<file path="src/design/tksa_pkg.sv">
// Shared word types and event codes for the terminal key decoder.
package tksa_pkg;

    localparam logic [1:0] OP_BYTE  = 2'd0;
    localparam logic [1:0] OP_EMPTY = 2'd1;
    localparam logic [1:0] OP_LEFT  = 2'd2;
    localparam logic [1:0] OP_RIGHT = 2'd3;

    typedef struct packed {
        logic [1:0] op;
        logic [7:0] in_byte;
    } in_word_t;

    typedef struct packed {
        logic [6:0] key_code;
        logic       quit;
    } out_word_t;

endpackage

</file>
<file path="src/design/tksa_in_stage.sv">
// Input register stage that holds one accepted event word.
module tksa_in_stage
    import tksa_pkg::*;
(
    input  logic     aclk,
    input  logic     aresetn,
    input  logic     s_valid,
    output logic     s_ready,
    input  in_word_t s_data,
    input  logic     advance,
    output logic     held_valid,
    output in_word_t held_word
);

    logic     valid_reg;
    in_word_t word_reg;

    // The stage frees up in the same cycle its word moves on.
    assign s_ready    = !valid_reg || advance;
    assign held_valid = valid_reg;
    assign held_word  = word_reg;

    always_ff @(posedge aclk) begin
        if (!aresetn) begin
            valid_reg <= 1'b0;
        end else if (s_ready) begin
            valid_reg <= s_valid;
        end
    end

    always_ff @(posedge aclk) begin
        if (s_valid && s_ready) begin
            word_reg <= s_data;
        end
    end

endmodule

</file>
<file path="src/design/tksa_decoder.sv">
// Decode mode register and translation of one event into a key code.
module tksa_decoder
    import tksa_pkg::*;
(
    input  logic      aclk,
    input  logic      aresetn,
    input  logic      advance,
    input  in_word_t  in_word,
    output out_word_t result
);

    typedef enum logic [2:0] {
        MODE_IDLE = 3'd0,
        MODE_ESC  = 3'd1,
        MODE_C2   = 3'd2,
        MODE_C3   = 3'd3,
        MODE_SKIP = 3'd4
    } mode_t;

    localparam logic [7:0] BYTE_ESC  = 8'h1B;
    localparam logic [7:0] BYTE_DEL  = 8'h7F;
    localparam logic [7:0] BYTE_BS   = 8'h08;
    localparam logic [7:0] BYTE_LF   = 8'h0A;
    localparam logic [7:0] BYTE_CR   = 8'h0D;
    localparam logic [7:0] BYTE_LEAD2 = 8'hC2;
    localparam logic [7:0] BYTE_LEAD3 = 8'hC3;

    mode_t      mode_reg, mode_next;
    logic [1:0] skip_left_reg, skip_left_next;
    logic [1:0] skip_dec;
    logic       is_byte;
    logic [7:0] b;

    function automatic logic [6:0] map_esc(input logic [7:0] ch);
        logic [6:0] code;
        case (ch)
            8'h34:        code = 7'h24;
            8'h65, 8'h45: code = 7'h60;
            8'h75, 8'h55: code = 7'h7E;
            default:      code = 7'h00;
        endcase
        return code;
    endfunction

    function automatic logic [6:0] map_c3(input logic [7:0] ch);
        logic [6:0] code;
        case (ch)
            8'hA4:   code = 7'h7B;
            8'hB6:   code = 7'h7C;
            8'hA5:   code = 7'h7D;
            8'h84:   code = 7'h5B;
            8'h96:   code = 7'h5C;
            8'h85:   code = 7'h5D;
            8'hA9:   code = 7'h60;
            8'h9C:   code = 7'h5E;
            8'hBC:   code = 7'h7E;
            default: code = 7'h00;
        endcase
        return code;
    endfunction

    assign is_byte  = (in_word.op == OP_BYTE);
    assign b        = in_word.in_byte;
    assign skip_dec = (skip_left_reg != 2'd0) ? skip_left_reg - 2'd1 : skip_left_reg;

    always_comb begin
        mode_next       = mode_reg;
        skip_left_next  = skip_left_reg;
        result.key_code = 7'h00;
        result.quit     = 1'b0;
        unique case (mode_reg)
            MODE_ESC: begin
                mode_next = MODE_IDLE;
                if (in_word.op == OP_EMPTY) begin
                    result.quit = 1'b1;
                end else if (is_byte) begin
                    result.key_code = map_esc(b);
                end
            end
            MODE_C2: begin
                mode_next = MODE_IDLE;
                if (is_byte && b == 8'hA4) begin
                    result.key_code = 7'h24;
                end
            end
            MODE_C3: begin
                mode_next = MODE_IDLE;
                if (is_byte) begin
                    result.key_code = map_c3(b);
                end
            end
            MODE_SKIP: begin
                // Every event counts here, empty polls and cursor keys too.
                skip_left_next = skip_dec;
                if (skip_dec == 2'd0) begin
                    mode_next = MODE_IDLE;
                end
            end
            default: begin
                // Unused mode codes behave as idle.
                mode_next      = MODE_IDLE;
                skip_left_next = 2'd0;
                if (is_byte) begin
                    case (b) inside
                        BYTE_ESC:           mode_next = MODE_ESC;
                        BYTE_DEL, BYTE_BS:  result.key_code = 7'h08;
                        BYTE_LF, BYTE_CR:   result.key_code = 7'h0D;
                        BYTE_LEAD2:         mode_next = MODE_C2;
                        BYTE_LEAD3:         mode_next = MODE_C3;
                        [8'hE2:8'hEF]: begin
                            mode_next      = MODE_SKIP;
                            skip_left_next = 2'd2;
                        end
                        [8'hF0:8'hF3]: begin
                            mode_next      = MODE_SKIP;
                            skip_left_next = 2'd3;
                        end
                        [8'h20:8'h7E]:      result.key_code = b[6:0];
                        default:            result.key_code = 7'h00;
                    endcase
                end else if (in_word.op == OP_LEFT) begin
                    result.key_code = 7'h08;
                end else if (in_word.op == OP_RIGHT) begin
                    result.key_code = 7'h09;
                end
            end
        endcase
    end

    always_ff @(posedge aclk) begin
        if (!aresetn) begin
            mode_reg      <= MODE_IDLE;
            skip_left_reg <= 2'd0;
        end else if (advance) begin
            mode_reg      <= mode_next;
            skip_left_reg <= skip_left_next;
        end
    end

`ifndef SYNTHESIS
    a_esc_ends: assert property (@(posedge aclk) disable iff (!aresetn)
        (advance && mode_reg == MODE_ESC) |=> (mode_reg == MODE_IDLE))
        else $error("ESC pending mode did not end after one word");

    a_skip_only_in_skip: assert property (@(posedge aclk) disable iff (!aresetn)
        (mode_reg != MODE_SKIP) |-> (skip_left_reg == 2'd0))
        else $error("discard count left over outside discard mode");

    a_quit_from_esc: assert property (@(posedge aclk) disable iff (!aresetn)
        (advance && result.quit) |-> (mode_reg == MODE_ESC && result.key_code == 7'h00))
        else $error("quit raised outside ESC pending mode");
`endif

endmodule

</file>
<file path="src/design/tksa_out_stage.sv">
// Result register stage that holds one decoded word until it is taken.
module tksa_out_stage
    import tksa_pkg::*;
(
    input  logic      aclk,
    input  logic      aresetn,
    input  logic      load,
    input  out_word_t load_word,
    output logic      can_load,
    output logic      m_valid,
    input  logic      m_ready,
    output out_word_t m_data
);

    logic      valid_reg;
    out_word_t word_reg;

    assign can_load = !valid_reg || m_ready;
    assign m_valid  = valid_reg;
    assign m_data   = word_reg;

    always_ff @(posedge aclk) begin
        if (!aresetn) begin
            valid_reg <= 1'b0;
        end else if (can_load) begin
            valid_reg <= load;
        end
    end

    always_ff @(posedge aclk) begin
        if (load) begin
            word_reg <= load_word;
        end
    end

endmodule

</file>
<file path="src/design/terminal_key_to_swedish_ascii.sv">
// An accepted word waits in the input register until the result register can take it;
// its decoded result is then loaded there and driven on m_data until it is taken.
// Throughput: one word per cycle while m_ready is high; each register holds one word.
// The decode mode advances only when a word moves from the input to the result register.
// Reset: aresetn is synchronous and active low; it empties both registers,
// returns the decode mode to idle and clears the discard count.
// Top level of the terminal key decoder for the Swedish 7-bit code set.
module terminal_key_to_swedish_ascii
    import tksa_pkg::*;
(
    input  logic      aclk,
    input  logic      aresetn,
    input  logic      s_valid,
    output logic      s_ready,
    input  in_word_t  s_data,
    output logic      m_valid,
    input  logic      m_ready,
    output out_word_t m_data
);

    logic      held_valid;
    in_word_t  held_word;
    logic      can_load;
    logic      advance;
    out_word_t result;

    assign advance = held_valid && can_load;

    tksa_in_stage u_in_stage (
        .aclk       (aclk),
        .aresetn    (aresetn),
        .s_valid    (s_valid),
        .s_ready    (s_ready),
        .s_data     (s_data),
        .advance    (advance),
        .held_valid (held_valid),
        .held_word  (held_word)
    );

    tksa_decoder u_decoder (
        .aclk    (aclk),
        .aresetn (aresetn),
        .advance (advance),
        .in_word (held_word),
        .result  (result)
    );

    tksa_out_stage u_out_stage (
        .aclk      (aclk),
        .aresetn   (aresetn),
        .load      (advance),
        .load_word (result),
        .can_load  (can_load),
        .m_valid   (m_valid),
        .m_ready   (m_ready),
        .m_data    (m_data)
    );

`ifndef SYNTHESIS
    a_stall_only_when_full: assert property (@(posedge aclk) disable iff (!aresetn)
        !s_ready |-> (held_valid && m_valid && !m_ready))
        else $error("input stalled while a register was free");

    a_word_moves_on: assert property (@(posedge aclk) disable iff (!aresetn)
        advance |=> m_valid)
        else $error("decoded word lost on its way to the result register");
`endif

endmodule
</file>
<file path="config.mk">
export PLATFORM = sky130hd
export DESIGN_NAME = terminal_key_to_swedish_ascii
export DESIGN_NICKNAME = d
export VERILOG_FILES = /design/src/design/tksa_pkg.sv /design/src/design/tksa_in_stage.sv /design/src/design/tksa_decoder.sv /design/src/design/tksa_out_stage.sv /design/src/design/terminal_key_to_swedish_ascii.sv
export SDC_FILE = /design/constraint.sdc
export NUM_CORES = 1
export LEC_CHECK = 0
export ABC_AREA = 1
export BUFFER_PORTS_ARGS = -buffer_cell sky130_fd_sc_hd__buf_2
export CAP_MARGIN = 5
export CELL_PAD_IN_SITES_DETAIL_PLACEMENT = 0
export CELL_PAD_IN_SITES_GLOBAL_PLACEMENT = 1
export CORE_ASPECT_RATIO = 0.6
export CORE_MARGIN = 2
export CORE_UTILIZATION = 40
export DETAILED_ROUTE_END_ITERATION = 10
export MAX_ROUTING_LAYER = met4
export PLACE_DENSITY = 0.88
export SLEW_MARGIN = 20
export SYNTH_ARGS = -nofsm -noshare
export SYNTH_HDL_FRONTEND = slang
export SYNTH_SLANG_ARGS = --single-unit
</file>
<file path="constraint.sdc">
create_clock -name aclk -period 4.25 [get_ports aclk]
set_input_delay 0.85 -clock aclk [delete_from_list [all_inputs] [get_ports aclk]]
set_output_delay 0.85 -clock aclk [all_outputs]
set_load 0.02 [all_outputs]
</file>
==> impl_metrics.json, run 1 <==
{
  "holdWs_ns": 0.513,
  "fmaxAchievable_ghz": 0.469,
  "vias": 1442,
  "setup-violations-final": 0,
  "fin_cells": 287,
  "clk_latency_ns": 0.27,
  "worstPathMaxFanout": 3,
  "viasPerCell": 5.02,
  "clk_path_buf_depth": 2,
  "grt_pass1_vias": 1238,
  "dpl.hpwl_mm": 2.79,
  "min_period_ns": 2.13,
  "syn_area_um2": 1560,
  "drive_gt1_frac": 0.208,
  "syn_inst": 214,
  "hold_viol": 0,
  "dieArea_um2": 4420,
  "final_cell_mix": "nand2_1, nor2_1, inv_1, buf_2, nand3_1",
  "placed_area_um2": 1720,
  "crit_type": "input pin to primary output",
  "drt_iter0_drc": 176,
  "grt_remaining_overflow": 0,
  "stdcell_area_um2": 1770,
  "cts_tree": "done",
  "area_growth_syn_to_layout_pct": 13.6,
  "ys_seq_area_frac": 0.437,
  "post-place-cells": 283,
  "critical_path_arrival_ns": 1.28,
  "fin_util": 0.478,
  "hold_depth": 2,
  "gp_congestion": 0.932,
  "cts_resized": 0,
  "cts_inserted_buffers": 3,
  "clkTransAtPathRegs_ns": 0.08,
  "maxCapViolCount": 0,
  "p_leak_nw": 0.805,
  "syn_nets": 228,
  "synth-seq-cells": 25,
  "ant_nets": 0,
  "grt_pass1_wl_mm": 5.88,
  "syn_avg_cell_area_um2": 7.27,
  "hold_buffers": 0,
  "grt_start_max_net_pins": 14,
  "cts_setup_buffers": 0,
  "worst_r2r_path_depth": 7,
  "clock_skew_ns": 0.00350,
  "die_w_um": 84.5,
  "clockRootBuffer": "clkbuf_8",
  "clock-sinks": 25,
  "num_io_pins": 24,
  "ir_worst_vdd_v": 0.000172,
  "endpoint_kind": "primary output",
  "diodes": 0,
  "track_usage": 0.174,
  "fp.dieH_um": 52.3,
  "ys_warn_count": 0,
  "final.setup.tns_ns": 0,
  "io_buffer_count": 23,
  "antenna_found_initial": 0,
  "powerDensity_nw_per_um2": 278,
  "initial_core_util": 0.421,
  "htreeDepth": 1,
  "layout_commonest_cell": "nand2_1",
  "num-nets-final": 255,
  "timing.slew.headroom": 0.679,
  "start_kind": "input pin",
  "core_um2": 3700,
  "fin_crit_sh": 0.502,
  "hp-class": "flip-flop to flip-flop",
  "wirelength_mm": 3.38,
  "required_ns": 3.40,
  "status": "finished, final reports clean",
  "post_drt_wl_per_cell_um": 11.8,
  "fp-row-count": 17,
  "ys_types": 23,
  "largest_reg_flops": 10,
  "rsz0062_at_grt": "false",
  "drcViolationCount": 0,
  "drt_first_pass_iters": 4,
  "worst_slew_pin_slew_ns": 0.480,
  "maxSlewViolCount": 0
}
cell type report:
type	count	area (um2)
Tap cell	47	58.8
Fill cell	377	1930
Clock buffer	4	45.0
Multi-Input combinational cell	158	756
Inverter	30	113
Sequential cell	25	681
Timing Repair Buffer	23	115
through the flow:
stage	total power, mW	setup slack [ns]
3_5_place_dp	0.361	2.12
4_1_cts	0.496	2.12
5_1_grt	0.521	2.08
3_3_place_gp	0.361	2.14
6_report	0.492	2.12
2_1_floorplan	0.338	2.30
cell families (layout without fill, tap and decap cells):
| logic type | after synthesis | after routing | share of synthesized area |
|---|---|---|---|
| flip-flops | 25 | 25 | 0.437 |
| AND/OR/NAND/NOR | 143 | 143 | 0.431 |
| AO/OA/AOI/OAI | 15 | 15 | 0.0547 |
| buffers and inverters | 31 | 57 | 0.0772 |
final timing paths:
| path | start | to | slack [ns] |
|---|---|---|---|
| worst max-delay path | m_ready | s_ready | 2.12 |
| worst min-delay path | u_decoder.skip_left_reg[1]$_SDFFE_PN0P_ | u_decoder.skip_left_reg[0]$_SDFFE_PN0P_ | 0.51 |
| worst max register to register | u_in_stage.held_word[9]$_DFFE_PP_ | u_out_stage.m_data[3]$_DFFE_PP_ | 2.54 |
| worst min register to register | u_decoder.skip_left_reg[1]$_SDFFE_PN0P_ | u_decoder.skip_left_reg[0]$_SDFFE_PN0P_ | 0.51 |
routing by layer:
layer	global-route usage	vias to the layer above	wire, um
li1	-	756	-
met1	0.261	621	1780
met2	0.235	58	1280
met3	0.0394	7	287
met4	0.0450	0	36
met5	-	-	0
worst max-delay path, cell delays in order:
cell     delay [ns]
buf_2          0.10
inv_1          0.06
nand3_1        0.10
buf_2          0.18
cell usage after synthesis:
cell type | number | area, um2
o21ai_0 | 3 | 15.0
edfxtp_1 | 18 | 541
inv_1 | 26 | 97.6
nor3_1 | 2 | 10.0
o21a_1 | 1 | 7.51
nor2_1 | 27 | 101
nor3_4 | 1 | 16.3
nand3_1 | 21 | 105
nand4_1 | 12 | 75.1
buf_4 | 1 | 7.51
a211oi_1 | 1 | 7.51
dfxtp_1 | 7 | 140
a21oi_1 | 7 | 35.0
a31oi_1 | 1 | 6.26
o21ai_1 | 1 | 5.00
nor4_2 | 1 | 12.5
nor3_2 | 1 | 10.0
nand3_2 | 2 | 20.0
nor2_2 | 8 | 50.1
nand2_2 | 6 | 37.5
o21ai_2 | 1 | 8.76
inv_2 | 4 | 15.0
nand2_1 | 62 | 233
where the power goes:
| group | internal [mW] | leakage (nW) | switching [mW] |
|---|---|---|---|
| registers | 0.276 | 0.229 | 0.0119 |
| clock network | 0.0670 | 0.0228 | 0.0693 |
| logic | 0.0216 | 0.553 | 0.0467 |
Power figures use the tool's default switching activity.
==> run 2, diff against run 1 <==
clock period = 1.97 ns   (was 4.25 ns; I/O delays follow)
==> run 2 against run 1 <==
Effect of this change: clock power grew 140%; sequential cell count unchanged; sequential share of layout area is 0.27 points lower; hold slack worse by 0.23 ns.
==> impl_metrics.json, run 2 (same netlist as run 1, synthesis figures left out) <==
{
  "status": "finished, final reports clean",
  "min_period_ns": 1.61,
  "required_ns": 1.99,
  "ant_nets": 0,
  "maxSlewViolCount": 0,
  "core_um2": 3700,
  "clock_skew_ns": 0.00218,
  "drt_iter0_drc": 229,
  "final.setup.tns_ns": 0,
  "setup-violations-final": 0,
  "drt_first_pass_iters": 5,
  "final_cell_mix": "nand2_1, nor2_1, inv_1, buf_2, nand3_1",
  "dpl.hpwl_mm": 2.92,
  "endpoint_kind": "flip-flop",
  "crit_type": "flip-flop to flip-flop",
  "cts_setup_buffers": 0,
  "ir_worst_vdd_v": 0.000371,
  "wirelength_mm": 3.69,
  "grt_pass1_wl_mm": 6.13,
  "timing.slew.headroom": 0.724,
  "fmaxAchievable_ghz": 0.622,
  "gp_congestion": 0.935,
  "cts_resized": 0,
  "clkTransAtPathRegs_ns": 0.09,
  "drive_gt1_frac": 0.216,
  "track_usage": 0.187,
  "finalPower_mw": 1.10,
  "hold_viol": 0,
  "num-nets-final": 256,
  "maxCapViolCount": 0,
  "drcViolationCount": 0,
  "die_w_um": 84.5,
  "critical_path_arrival_ns": 1.63,
  "cts_inserted_buffers": 3,
  "diodes": 0,
  "htreeDepth": 1,
  "io_buffer_count": 23,
  "clk_path_buf_depth": 2,
  "fin_crit_sh": 0.816,
  "fp.dieH_um": 52.3,
  "dieArea_um2": 4420,
  "post_drt_wl_per_cell_um": 12.8,
  "cts_tree": "done",
  "area_growth_syn_to_layout_pct": 14.4,
  "worst_slew_pin_slew_ns": 0.410,
  "fp-row-count": 17,
  "worstPathMaxFanout": 6,
  "powerDensity_nw_per_um2": 616,
  "initial_core_util": 0.421,
  "num_io_pins": 24,
  "nFillCells": 361,
  "grt_remaining_overflow": 0,
  "grt_start_max_net_pins": 17,
  "clk_latency_ns": 0.27,
  "grt_pass1_vias": 1300,
  "clockRootBuffer": "clkbuf_8",
  "vias": 1489,
  "rsz0062_at_grt": "false",
  "largest_reg_flops": 10,
  "hold_buffers": 0,
  "layout_commonest_cell": "nand2_1",
  "hp-class": "input pin to flip-flop",
  "p_leak_nw": 0.813,
  "start_kind": "flip-flop",
  "viasPerCell": 5.17,
  "antenna_found_initial": 0,
  "clock-sinks": 25
}
-- run 2: cell type report --
class                   instances  area [um2]  area share
repair buffers                 24         123      0.0689
clock buffers                   3        41.3      0.0232
well taps                      47        58.8      0.0330
inverters                      30         113      0.0632
flip-flops and latches         25         681       0.382
clock inverters                 1        8.76     0.00492
multi-input cells             158         756       0.424
-- run 2: through the flow --
stage                      util  std cells  hold slack (ns)  area, um2  setup slack [ns]
final                     0.481        288            0.286       1780             0.362
after global routing      0.481        288            0.270       1780             0.205
after CTS                 0.481        288            0.279       1780             0.425
after detailed placement  0.468        284            0.497       1730             0.437
after global placement    0.468        284            0.501       1730             0.386
after floorplan               -        214            0.484       1560             0.618
-- run 2: critical path, cell delays in order (launching register included) --
cell and delay, ns:
edfxtp_1 0.51, inv_2 0.15, nand2_1 0.06, nor2_1 0.23
nand2_1 0.08, nand2_1 0.09, nor2_1 0.07, nand3_1 0.07
nand4_1 0.09
-- run 2: per-layer routing --
| metal | routed length (um) | track usage | vias up | part of all wire |
|---|---|---|---|---|
| met4 | 30 | 0.0476 | 0 | 0.0081 |
| met1 | 1820 | 0.271 | 632 | 0.49 |
| met5 | 0 | - | - | 0 |
| met3 | 464 | 0.0520 | 4 | 0.13 |
| met2 | 1370 | 0.256 | 93 | 0.37 |
| li1 | - | - | 760 | - |
-- run 2: path summary, 6_finish.rpt --
path / startpoint / to / slack (ns) / depth (start not counted)
max: u_in_stage.held_word[4]$_DFFE_PP_ / u_out_stage.m_data[7]$_DFFE_PP_ / 0.36 / 8
min: s_data[3] / u_in_stage.held_word[3]$_DFFE_PP_ / 0.29 / 1
max reg2reg: u_in_stage.held_word[4]$_DFFE_PP_ / u_out_stage.m_data[7]$_DFFE_PP_ / 0.36 / 8
min reg2reg: u_out_stage.m_valid$_SDFFE_PN0P_ / u_out_stage.m_valid$_SDFFE_PN0P_ / 0.51 / 2
-- run 2: power by group --
group / switching (mW) / internal [mW] / total [mW] / leakage (nW)
Combinational: 0.105 / 0.0478 / 0.152 / 0.558
Clock: 0.175 / 0.148 / 0.323 / 0.0261
Sequential: 0.0258 / 0.594 / 0.620 / 0.229
Total: 0.305 / 0.791 / 1.10 / 0.813
